$ cat src/rtl/pfp_pkg.sv
`timescale 1ns / 1ps
`default_nettype none
package pfp_pkg;

   localparam int UrgencyWidth = 3;
   localparam int AccumWidth   = 4;
   localparam int IndexWidth   = 1;
   localparam int CsrDataWidth = 3;

   localparam logic [IndexWidth-1:0] CSR_URGENCY_DEFAULT = 1'b0;
   localparam logic [IndexWidth-1:0] CSR_URGENCY_LIMIT   = 1'b1;

   localparam logic [UrgencyWidth-1:0] URGENCY_DEFAULT_RESET = 3'd3;
   localparam logic [UrgencyWidth-1:0] URGENCY_LIMIT_RESET   = 3'd7;

   typedef enum logic [8:0] {
      PH_START       = 9'b000000001,
      PH_AFTER_COMMA = 9'b000000010,
      PH_KEY         = 9'b000000100,
      PH_VALUE_FIRST = 9'b000001000,
      PH_BOOL_DIGIT  = 9'b000010000,
      PH_STRING      = 9'b000100000,
      PH_STRING_ESC  = 9'b001000000,
      PH_BARE        = 9'b010000000,
      PH_PARAMS      = 9'b100000000
   } phase_type;

   typedef enum logic [1:0] {
      KIND_NONE  = 2'd0,
      KIND_U     = 2'd1,
      KIND_I     = 2'd2,
      KIND_OTHER = 2'd3
   } kind_type;

   typedef struct packed {
      phase_type                phase;
      kind_type                 key_kind;
      logic                     value_negative;
      logic                     digits_seen;
      logic                     all_digits;
      logic [AccumWidth-1:0]    number_accum;
      logic                     member_is_bool;
      logic                     member_bool_value;
      logic                     error_seen;
      logic [UrgencyWidth-1:0]  urgency_held;
      logic                     incremental_held;
      logic                     urgency_found;
      logic                     incremental_found;
   } parse_state_type;

   typedef struct packed {
      logic [UrgencyWidth-1:0] urgency_default;
      logic [UrgencyWidth-1:0] urgency_limit;
   } pfp_cfg_type;

   typedef struct packed {
      logic [7:0] data_byte;
      logic       last_byte;
      logic       empty_value;
   } pfp_req_type;

   typedef struct packed {
      logic                    accepted;
      logic [UrgencyWidth-1:0] urgency;
      logic                    incremental;
      logic                    urgency_present;
      logic                    incremental_present;
   } pfp_rsp_type;

endpackage
`default_nettype wire

$ cat src/rtl/pfp_step.sv
`timescale 1ns / 1ps
`default_nettype none
module pfp_step (
   input  pfp_pkg::parse_state_type state_cur,
   input  pfp_pkg::pfp_req_type     item,
   input  pfp_pkg::pfp_cfg_type     cfg,
   output pfp_pkg::parse_state_type state_next,
   output logic                     result_valid,
   output pfp_pkg::pfp_rsp_type     result
);

   localparam logic [7:0] CH_SPACE  = 8'h20;
   localparam logic [7:0] CH_TILDE  = 8'h7e;
   localparam logic [7:0] CH_QUEST  = 8'h3f;
   localparam logic [7:0] CH_QUOTE  = 8'h22;
   localparam logic [7:0] CH_BSLASH = 8'h5c;
   localparam logic [7:0] CH_COMMA  = 8'h2c;
   localparam logic [7:0] CH_SEMI   = 8'h3b;
   localparam logic [7:0] CH_EQUAL  = 8'h3d;
   localparam logic [7:0] CH_MINUS  = 8'h2d;
   localparam logic [7:0] CH_STAR   = 8'h2a;
   localparam logic [7:0] CH_UNDER  = 8'h5f;
   localparam logic [7:0] CH_DOT    = 8'h2e;
   localparam logic [7:0] CH_ZERO   = 8'h30;
   localparam logic [7:0] CH_ONE    = 8'h31;
   localparam logic [7:0] CH_NINE   = 8'h39;
   localparam logic [7:0] CH_LOW_A  = 8'h61;
   localparam logic [7:0] CH_LOW_I  = 8'h69;
   localparam logic [7:0] CH_LOW_U  = 8'h75;
   localparam logic [7:0] CH_LOW_Z  = 8'h7a;
   localparam logic [7:0] AccumMax  = 8'd15;

   pfp_pkg::parse_state_type cleared;
   pfp_pkg::parse_state_type stepped;
   pfp_pkg::parse_state_type finished;
   logic [7:0] c;
   logic       visible;
   logic       digit;
   logic       key_first;
   logic       key_tail;
   logic [7:0] accum_sum;
   logic       ok;

   function automatic pfp_pkg::parse_state_type apply_member(
      input pfp_pkg::parse_state_type s,
      input logic [pfp_pkg::UrgencyWidth-1:0] limit
   );
      pfp_pkg::parse_state_type r;
      r = s;
      if (s.key_kind == pfp_pkg::KIND_U) begin
         if (s.digits_seen && s.all_digits
             && (s.number_accum <= {1'b0, limit})
             && (!s.value_negative || (s.number_accum == '0))) begin
            r.urgency_held  = s.number_accum[pfp_pkg::UrgencyWidth-1:0];
            r.urgency_found = 1'b1;
         end
      end else if (s.key_kind == pfp_pkg::KIND_I) begin
         if (s.member_is_bool) begin
            r.incremental_held  = s.member_bool_value;
            r.incremental_found = 1'b1;
         end
      end
      return r;
   endfunction

   assign c         = item.data_byte;
   assign visible   = (c >= CH_SPACE) && (c <= CH_TILDE);
   assign digit     = (c >= CH_ZERO) && (c <= CH_NINE);
   assign key_first = ((c >= CH_LOW_A) && (c <= CH_LOW_Z)) || (c == CH_STAR);
   assign key_tail  = key_first || digit || (c == CH_UNDER) || (c == CH_MINUS)
                      || (c == CH_DOT);
   assign accum_sum = 8'({4'b0, state_cur.number_accum} * 8'd10 + (c - CH_ZERO));

   always_comb begin
      cleared                   = '0;
      cleared.phase             = pfp_pkg::PH_START;
      cleared.key_kind          = pfp_pkg::KIND_NONE;
      cleared.all_digits        = 1'b1;
      cleared.member_is_bool    = 1'b1;
      cleared.member_bool_value = 1'b1;
      cleared.urgency_held      = cfg.urgency_default;
   end

   always_comb begin
      stepped = state_cur;
      if (!state_cur.error_seen) begin
         case (state_cur.phase)
            pfp_pkg::PH_START, pfp_pkg::PH_AFTER_COMMA: begin
               if (c != CH_SPACE) begin
                  if (!key_first) begin
                     stepped.error_seen = 1'b1;
                  end else begin
                     stepped.key_kind = (c == CH_LOW_U) ? pfp_pkg::KIND_U :
                                        (c == CH_LOW_I) ? pfp_pkg::KIND_I :
                                        pfp_pkg::KIND_OTHER;
                     stepped.value_negative    = 1'b0;
                     stepped.digits_seen       = 1'b0;
                     stepped.all_digits        = 1'b1;
                     stepped.number_accum      = '0;
                     stepped.member_is_bool    = 1'b1;
                     stepped.member_bool_value = 1'b1;
                     stepped.phase             = pfp_pkg::PH_KEY;
                  end
               end
            end
            pfp_pkg::PH_KEY: begin
               if (key_tail) begin
                  stepped.key_kind = pfp_pkg::KIND_OTHER;
               end else if (c == CH_EQUAL) begin
                  stepped.member_is_bool    = 1'b0;
                  stepped.member_bool_value = 1'b0;
                  stepped.phase             = pfp_pkg::PH_VALUE_FIRST;
               end else if (c == CH_COMMA) begin
                  stepped       = apply_member(state_cur, cfg.urgency_limit);
                  stepped.phase = pfp_pkg::PH_AFTER_COMMA;
               end else if (!visible) begin
                  stepped.error_seen = 1'b1;
               end else begin
                  stepped.phase = pfp_pkg::PH_PARAMS;
               end
            end
            pfp_pkg::PH_VALUE_FIRST: begin
               if (c == CH_QUEST) begin
                  stepped.phase = pfp_pkg::PH_BOOL_DIGIT;
               end else if (c == CH_QUOTE) begin
                  stepped.phase = pfp_pkg::PH_STRING;
               end else if ((c == CH_COMMA) || (c == CH_SEMI) || (c == CH_SPACE)
                            || !visible) begin
                  stepped.error_seen = 1'b1;
               end else begin
                  if (c == CH_MINUS) begin
                     stepped.value_negative = 1'b1;
                  end else if (digit) begin
                     stepped.digits_seen = 1'b1;
                     if (state_cur.all_digits) begin
                        stepped.number_accum = (accum_sum > AccumMax) ?
                           AccumMax[pfp_pkg::AccumWidth-1:0] :
                           accum_sum[pfp_pkg::AccumWidth-1:0];
                     end
                  end else begin
                     stepped.all_digits = 1'b0;
                  end
                  stepped.phase = pfp_pkg::PH_BARE;
               end
            end
            pfp_pkg::PH_BOOL_DIGIT: begin
               if ((c == CH_ZERO) || (c == CH_ONE)) begin
                  stepped.member_is_bool    = 1'b1;
                  stepped.member_bool_value = (c == CH_ONE);
                  stepped.phase             = pfp_pkg::PH_PARAMS;
               end else begin
                  stepped.error_seen = 1'b1;
               end
            end
            pfp_pkg::PH_STRING: begin
               if (c == CH_QUOTE) begin
                  stepped.phase = pfp_pkg::PH_PARAMS;
               end else if (c == CH_BSLASH) begin
                  stepped.phase = pfp_pkg::PH_STRING_ESC;
               end else if (!visible) begin
                  stepped.error_seen = 1'b1;
               end
            end
            pfp_pkg::PH_STRING_ESC: begin
               if (visible) begin
                  stepped.phase = pfp_pkg::PH_STRING;
               end else begin
                  stepped.error_seen = 1'b1;
               end
            end
            pfp_pkg::PH_BARE: begin
               if ((c == CH_SEMI) || (c == CH_SPACE)) begin
                  stepped.phase = pfp_pkg::PH_PARAMS;
               end else if (c == CH_COMMA) begin
                  stepped       = apply_member(state_cur, cfg.urgency_limit);
                  stepped.phase = pfp_pkg::PH_AFTER_COMMA;
               end else if (!visible) begin
                  stepped.error_seen = 1'b1;
               end else if (digit) begin
                  stepped.digits_seen = 1'b1;
                  if (state_cur.all_digits) begin
                     stepped.number_accum = (accum_sum > AccumMax) ?
                        AccumMax[pfp_pkg::AccumWidth-1:0] :
                        accum_sum[pfp_pkg::AccumWidth-1:0];
                  end
               end else begin
                  stepped.all_digits = 1'b0;
               end
            end
            pfp_pkg::PH_PARAMS: begin
               if (c == CH_COMMA) begin
                  stepped       = apply_member(state_cur, cfg.urgency_limit);
                  stepped.phase = pfp_pkg::PH_AFTER_COMMA;
               end else if (!visible) begin
                  stepped.error_seen = 1'b1;
               end else begin
                  stepped.phase = pfp_pkg::PH_PARAMS;
               end
            end
            default: begin
               stepped.error_seen = 1'b1;
            end
         endcase
      end
   end

   always_comb begin
      finished = stepped;
      if (!stepped.error_seen) begin
         case (stepped.phase)
            pfp_pkg::PH_START: begin
               finished = stepped;
            end
            pfp_pkg::PH_KEY, pfp_pkg::PH_BARE, pfp_pkg::PH_PARAMS: begin
               finished = apply_member(stepped, cfg.urgency_limit);
            end
            default: begin
               finished.error_seen = 1'b1;
            end
         endcase
      end
      if (item.empty_value) begin
         finished = cleared;
      end
   end

   assign ok = !finished.error_seen;

   always_comb begin
      result.accepted            = ok;
      result.urgency             = (ok && finished.urgency_found) ?
                                   finished.urgency_held : cfg.urgency_default;
      result.incremental         = ok && finished.incremental_found
                                   && finished.incremental_held;
      result.urgency_present     = ok && finished.urgency_found;
      result.incremental_present = ok && finished.incremental_found;
   end

   assign result_valid = item.last_byte || item.empty_value;
   assign state_next   = result_valid ? cleared : stepped;

endmodule
`default_nettype wire

$ cat src/rtl/priority_field_parser.sv
`timescale 1ns / 1ps
`default_nettype none
// Channel   Direction  Ports                                   Moves
// request   in         req_valid, req_stall, req_data          one value octet per item
// response  out        rsp_valid, rsp_stall, rsp_data          one parse result per item
// csr       in         csr_write_enable, csr_index, csr_write_data  register write
//
// Each octet is taken when not stalled; its result, on the last octet or an empty value,
// is registered and appears the cycle after.
// Reset is synchronous and returns the parser to the start of a value with the
// registers at their default values.
// A request that produces no result is taken even while a response waits; one that
// produces a result is held off only while the waiting response is stalled.
module priority_field_parser (
   input  wire logic                                clock,
   input  wire logic                                reset,
   input  wire logic                                req_valid,
   output logic                                     req_stall,
   input  wire pfp_pkg::pfp_req_type                req_data,
   output logic                                     rsp_valid,
   input  wire logic                                rsp_stall,
   output pfp_pkg::pfp_rsp_type                     rsp_data,
   input  wire logic                                csr_write_enable,
   input  wire logic [pfp_pkg::IndexWidth-1:0]      csr_index,
   input  wire logic [pfp_pkg::CsrDataWidth-1:0]    csr_write_data
);

   pfp_pkg::pfp_cfg_type     cfg_ff;
   pfp_pkg::pfp_cfg_type     cfg_in;
   pfp_pkg::parse_state_type state_ff;
   pfp_pkg::parse_state_type state_in;
   pfp_pkg::parse_state_type state_step;
   pfp_pkg::parse_state_type state_reset;
   logic                     rsp_valid_ff;
   logic                     rsp_valid_in;
   pfp_pkg::pfp_rsp_type     rsp_data_ff;
   pfp_pkg::pfp_rsp_type     rsp_data_in;
   pfp_pkg::pfp_rsp_type     step_result;
   logic                     step_result_valid;
   logic                     req_take;

   pfp_step u_step (
      .state_cur    (state_ff),
      .item         (req_data),
      .cfg          (cfg_ff),
      .state_next   (state_step),
      .result_valid (step_result_valid),
      .result       (step_result)
   );

   assign req_stall = rsp_valid_ff && rsp_stall && step_result_valid;
   assign req_take  = req_valid && !req_stall;

   always_comb begin
      cfg_in = cfg_ff;
      if (csr_write_enable) begin
         case (csr_index)
            pfp_pkg::CSR_URGENCY_DEFAULT: cfg_in.urgency_default = csr_write_data;
            pfp_pkg::CSR_URGENCY_LIMIT:   cfg_in.urgency_limit   = csr_write_data;
            default:                      cfg_in = cfg_ff;
         endcase
      end
   end

   always_comb begin
      state_reset                   = '0;
      state_reset.phase             = pfp_pkg::PH_START;
      state_reset.key_kind          = pfp_pkg::KIND_NONE;
      state_reset.all_digits        = 1'b1;
      state_reset.member_is_bool    = 1'b1;
      state_reset.member_bool_value = 1'b1;
      state_reset.urgency_held      = pfp_pkg::URGENCY_DEFAULT_RESET;
   end

   always_comb begin
      state_in     = req_take ? state_step : state_ff;
      rsp_valid_in = rsp_valid_ff && rsp_stall;
      rsp_data_in  = rsp_data_ff;
      if (req_take && step_result_valid) begin
         rsp_valid_in = 1'b1;
         rsp_data_in  = step_result;
      end
   end

   always_ff @(posedge clock) begin
      if (reset) begin
         cfg_ff       <= {pfp_pkg::URGENCY_DEFAULT_RESET, pfp_pkg::URGENCY_LIMIT_RESET};
         state_ff     <= state_reset;
         rsp_valid_ff <= 1'b0;
      end else begin
         cfg_ff       <= cfg_in;
         state_ff     <= state_in;
         rsp_valid_ff <= rsp_valid_in;
      end
   end

   always_ff @(posedge clock) begin
      rsp_data_ff <= rsp_data_in;
   end

   assign rsp_valid = rsp_valid_ff;
   assign rsp_data  = rsp_data_ff;

endmodule
`default_nettype wire
$ cat config.mk
export PLATFORM = sky130hd
export DESIGN_NAME = priority_field_parser
export DESIGN_NICKNAME = d
export VERILOG_FILES = /design/src/rtl/pfp_pkg.sv /design/src/rtl/pfp_step.sv /design/src/rtl/priority_field_parser.sv
export SDC_FILE = /design/constraint.sdc
export NUM_CORES = 1
export LEC_CHECK = 0
export BUFFER_PORTS_ARGS = -buffer_cell sky130_fd_sc_hd__clkbuf_2
export CAP_MARGIN = 20
export CORE_MARGIN = 4
export CORE_UTILIZATION = 65
export CTS_CLUSTER_DIAMETER = 60
export DETAILED_ROUTE_END_ITERATION = 6
export PLACE_DENSITY_LB_ADDON = 0.08
export SYNTH_ARGS = -nofsm -noshare
export SYNTH_HDL_FRONTEND = slang
export SYNTH_SLANG_ARGS = --single-unit
$ cat constraint.sdc
create_clock -name clock -period 8.2 [get_ports clock]
set_input_delay 1.64 -clock clock [delete_from_list [all_inputs] [get_ports clock]]
set_output_delay 1.64 -clock clock [all_outputs]
set_load 0.1 [all_outputs]
Word-level counts from Yosys, hierarchy flattened. Cells that the tools add are included.

Logic and storage cells: 187. Register bits after elaboration: 41. Input port bits: 19.

$lt $le $gt $ge: 9. Add/subtract/negate cells: 2. Equal/unequal tests: 33. Bitwise logic cells: 1. Reduce and logical (&&, ||, !) cells: 41. $mul: 1. Multiplexer cells: 79.

Operators with widths (count): 2-to-1 mux 9 bit (13); == test 8 x 6 -> 1 bit, second input constant (11); one-hot mux 9 bit (8 select lines) (1); 2-to-1 mux 27 bit (2); 2-to-1 mux 7 bit (6); == test 8 x 7 -> 1 bit, second input constant (4); 2-to-1 mux 1 bit (31); 2-to-1 mux 6 bit (5); one-hot mux 7 bit (4 select lines) (1); 2-to-1 mux 21 bit (1); 2-to-1 mux 20 bit (1); == test 9 x 1 -> 1 bit, second input constant (2); == test 9 x 3 -> 1 bit, second input constant (2); == test 9 x 8 -> 1 bit, second input constant (2); == test 9 bit, second input constant (2); 2-to-1 mux 18 bit (1); one-hot mux 6 bit (3 select lines) (1); >= comparator 8 x 6 -> 1 bit, second input constant (2); <= comparator 8 x 7 -> 1 bit, second input constant (2); logical AND 1 bit (16); 2-to-1 mux 3 bit (5); logical OR 1 bit (13); 2-to-1 mux 12 bit (1); 2-to-1 mux 4 bit (3); other kinds (26) (38).

Longest topological paths before layout.
Depth in word-level cells: 23. Mapped depth: 26.

Cells and area by module. From an unflattened synthesis, not the netlist that was laid out.

Cells, all modules: 530. Area, all modules: 4171.5 um^2.

Modules (own cells, without submodules): pfp_step (times used 1, cells an instance 375, area an instance 2572.5 um^2); priority_field_parser (times used 1, cells an instance 155, area an instance 1599.0 um^2).

Worst setup path after synthesis. No wires, ideal clock.

Path kind: in2reg. Start: input req_data[6] (netlist bit). End: register rsp_data_ff (netlist bit rsp_data[3]) (data pin). Path slack: 2325 ps. Buffers on the path: 2. Library setup time: 260 ps. Arrival: 5615 ps. Cell stages on the path: 23. Cells stage by stage: buf_2 > inv_1 > ha_1 > inv_1 > ha_1 > nor2_1 > o21ai_0 > a21oi_1 > o311a_1 > o211ai_1 > o21ai_0 > nand2_1 > ha_1 > a21o_1 > a21oi_1 > a31oi_1 > nor4bb_1 > o211a_1 > nand4_1 > or4b_1 > buf_6 > mux2_4 > mux2_4.

RTL lines: from (decl) (RTL line priority_field_parser.sv:19) `input wire pfp_pkg::pfp_req_type req_data,`; to (signal assigned) (RTL line priority_field_parser.sv:98) `rsp_data_ff <= rsp_data_in;`; to (decl) (RTL line priority_field_parser.sv:36) `pfp_pkg::pfp_rsp_type rsp_data_ff;`.

==> results.md <==
Synthesis:
- The number of synthesized register bits is 41.
- The area share of the largest cell type after synthesis is between 10% and 20%.
- By area the synthesized netlist is led by dfxtp_1 (18%), ha_1 (7.0%), edfxtp_1 (5.6%).
- The largest family of logic cells by synthesized area is simple AND/OR/NAND/NOR gates.
- Summing every instance area after synthesis gives roughly 3800 um^2.
- The average cell area after synthesis is about 8.3 um^2.
- The unique cell type count in the Yosys netlist is 88.
- The share of synthesized cell area in and, or, nand and nor gates is 31.14%.
- By count the netlist is led by nor2_1 (52), a21oi_1 (41), dfxtp_1 (34), nand2_1 (34), o21ai_0 (25).
- The cell with the most instances after synthesis is nor2_1.
- The async set or reset register ratio after synthesis is 0%.
- For this run, the leading register cell type out of synthesis is dfxtp_1.
- The biggest area consumer among synthesized cells is dfxtp_1.
- The multiplexer area fraction after synthesis is 3.516%.
- The adder-cell share of the synthesized area is roughly 8%.
- Summing the areas of all compound-gate instances in the mapped netlist gives 24.54% of the synthesized area.
- For this run, the register share of the synthesized area comes to 23.62%.
- Counting flops with a built-in enable in the synthesized netlist gives 7.
- The XOR/XNOR share of the synthesized area is 2.090%.
- The gate count of the mapped netlist is 455.
- The number of nets in the synthesized netlist is around 500.
- The Yosys step of the flow raised 0 warnings.

STA:
- Measured against its own limit, the worst slew margin works out to 43.85%.
- The final worst clock skew is around 13 ps.
- Setup repair after global routing left no endpoint under its margin.
- Derived from the worst setup path, the maximum achievable clock frequency is around 0.16 GHz.
- The final count of pins violating max slew is 0.
- The routed design could run at a clock period as short as 6247 ps.
- At the pin with the least slew margin, the transition time is ~840 ps.
- The worst path meets setup with just under 2000 ps of slack.
- Setup violations remaining at the end of the flow were counted as 0.
- The total count of hold-check failures in the final report was 0.
- The worst path uses 76.19% of the clock period.
- For the final routed database, the setup TNS stands at 0 ps.

Routing:
- In the routed layout, each cell is associated on average with a via count of just under 7.
- The routed layout has about 3.7k vias.
- The count of nets left with antenna violations once routing finished came out at 0.
- The first-pass detailed-route iteration total is 5.
- The iteration-0 DRC count of the detailed router is ~340.
- The count of unresolved DRC violations after routing is 0.
- The sum of routed wire length over all layers is slightly above 10,000 um.
- After detailed routing, the average wire length per cell comes to between 15 and 20 um.

Die:
- Once the floorplan was initialized, standard cells occupied about two thirds of the core.
- The overall die height is ~84 um.
- After floorplanning, the core was divided into 27 placement rows.
- The number of I/O pins is 28.
- The total area inside the core boundary comes to 5574 um^2.
- The floorplan step defined a die boundary enclosing 7086 um^2.
- The floorplan step set the die width to between 80 and 90 um.

Clock tree:
- Counting every sink on the clock net gives slightly above 40.
- Once the clock tree was built, the resizer swapped 0 gates to a different size.
- The cell at the root of the clock tree is clkbuf_8.
- The clock latency at the later pin of the worst-skew pair is around 300 ps.
- For this design, the CTS-stage hold fixing added 0 buffers.
- After clock tree synthesis, the clock-pin slew on the worst setup and hold paths is roughly 80 ps.
- TritonCTS built the clock tree.
- In this run, CTS created clock tree buffers numbering 5.
- The post-CTS setup-driven buffer insertion count is 0.
- The maximum buffer depth of the clock tree is 2.
- The H-tree was split into 2 levels.

Power:
- In this run the power density over the cells is between 100 and 150 nW/um^2.
- In this run the static leakage power is between 0.0015 and 0.002 uW.
- The worst ir drop on vdd is between 90 and 100 uV.

Worst setup path:
- The worst setup path is launched from a primary input.
- The largest fanout on the critical path is 22.
- The cell occurring most often along the worst timing path is ha_1.
- The signal on the critical path passes through clkbuf_2 > ha_1 > ha_1 > fa_1 > nor2_1 > o21ai_0 > a21oi_1 > o311a_1 > o211ai_1 > o21ai_0 > nand2_1 > ha_1 > a21o_1 > a21oi_1 > a31oi_1 > nor4bb_1 > o211a_1 > nand4_1 > or4b_1 > o21ai_4 > mux2_2.
- The endpoint required time on the critical path is around 8300 ps.
- The kind of cell with the highest combined delay along the critical path is compound AO/OA/AOI/OAI gates.
- The longest individual stage delay on the worst path is 670 ps.
- The critical path's slowest cell is or4b_1.
- STA puts the critical path data arrival time at roughly 6300 ps.
- The number of buffers and inverters on the critical path is 1.
- The category of the critical setup timing path is primary input to flop.
- The critical path endpoint category is a flop.

Placed design:
- Port buffering added 27 buffers.
- After legalization and detailed placement, the total HPWL measured 7573 um.
- At the end of routability-driven placement, the weighted congestion stood at between 1 and 1.5.
- The post-placement worst setup slack is approximately 1700 ps.

Finish:
- From synthesis to final layout, the design area changed by 4.378%.
- In the final design database the tool counted just over 500 nets.
- The share of final-layout standard cells stronger than drive strength 1 is 17.85%.
- The diode insertion count for antenna repair is 0.

Global route:
- After global routing the overflow that remains totals 0.
- The first global-routing pass estimated 16,940 um of wire.
- The via count of the first global-routing pass is 3,527.
- The number of antenna violations at the first check in global routing is 0.
- Global routing used between 20% and 30% of the available tracks.
- Entering global routing, the biggest net connects 32 pins.

Job:
- The count of maximum capacitance violations is 0.

Worst hold path:
- The path category of the worst min-delay check is flop to flop.

Status:
- The flow ran to the end, and the final reports show no timing, DRC or antenna violations.
-- through the flow --
stage / instance area, um^2 / hold slack [ps] / cells / total power (uW) / util, %
after floorplan: 3772 / 435.4 / 455 / 295.5 / -
after global placement: 3802 / 447.0 / 528 / 314.2 / 68.22
after detailed placement: 3802 / 449.2 / 528 / 316.8 / 68.22
after CTS: 3923 / 468.2 / 536 / 486.7 / 70.37
after global routing: 3938 / 488.4 / 537 / 511.8 / 70.64
final: 3938 / 463.1 / 537 / 490.9 / 70.64
-- cell usage in the layout (no fill, tap or decap), types with 7 or more instances in the layout --
cell	synthesis	routed
edfxtp_1	7	7
a21o_1	7	7
o21ai_0	25	24
clkbuf_2	1	27
ha_1	21	21
dfxtp_1	34	34
a21oi_1	41	41
a22oi_1	11	11
nand2_1	34	34
nor2_1	52	52
xor2_1	7	7
inv_1	18	18
nand4_1	10	10
nand3_1	10	10
-- cell type report --
| class | count | area [um^2] |
|---|---|---|
| Fill cell | 475 | 1637 |
| Clock inverter | 2 | 37.54 |
| Multi-Input combinational cell | 370 | 2619 |
| Clock buffer | 6 | 82.58 |
| Sequential cell | 41 | 890.9 |
| Timing Repair Buffer | 28 | 150.1 |
| Tap cell | 72 | 90.09 |
| Inverter | 18 | 67.56 |
-- state kept, by name (all words and copies together), names as in the netlist --
| register | cells |
|---|---|
| cfg_ff | 6 |
| state_ff | 27 |
| rsp_data | 7 |
| rsp_valid | 1 |
-- per-layer routing --
layer  share of wire, %  track usage [%]  vias up
met1                 41            35.80     1746
li1                   -                -     1736
met2                 50            49.14      171
met3                5.5            5.299       33
met4                3.8            11.70        0
met5                  0                0        -
-- worst register-to-register path: stages (launching register included) --
cell and delay [ps]:
dfxtp_1 520, ha_1 300, ha_1 220, fa_1 380, xnor2_1 140, ha_1 280
inv_1 40, ha_1 360, nand2b_1 130, nand3_1 80, a21oi_1 130, o311a_1 200
o211ai_1 150, o21ai_0 180, nand2_1 110, ha_1 300, a21o_1 160, a21oi_1 130
a31oi_1 60, nor4bb_1 270, o211a_1 190, nand4_1 70, or4b_1 670, o21ai_4 250
mux2_2 360
-- cell families after synthesis --
group                    after synthesis
buffers and inverters                 44
XOR/XNOR                               9
flip-flops                            41
adder cells (fa/ha/maj)               23
AND/OR/NAND/NOR                      189
multiplexers                          11
AO/OA/AOI/OAI                        138
-- power breakdown --
part | internal (uW) | switching (uW) | total, uW
combinational | 31.7 | 68.8 | 101
clock | 99.1 | 76.4 | 175
sequential | 210 | 4.56 | 215
total | 341 | 150 | 491
-- worst paths after layout --
| kind | from | end | slack (ps) | cells past startpoint |
|---|---|---|---|---|
| max | req_data[3] | rsp_data[4] | 1950 | 21 |
| min | cfg_ff[1] | cfg_ff[1] | 460 | 1 |
| max reg2reg | state_ff[10] | rsp_data[4] | 2280 | 24 |
| min reg2reg | cfg_ff[1] | cfg_ff[1] | 460 | 1 |
No activity file was read; power rests on OpenSTA's default activity.
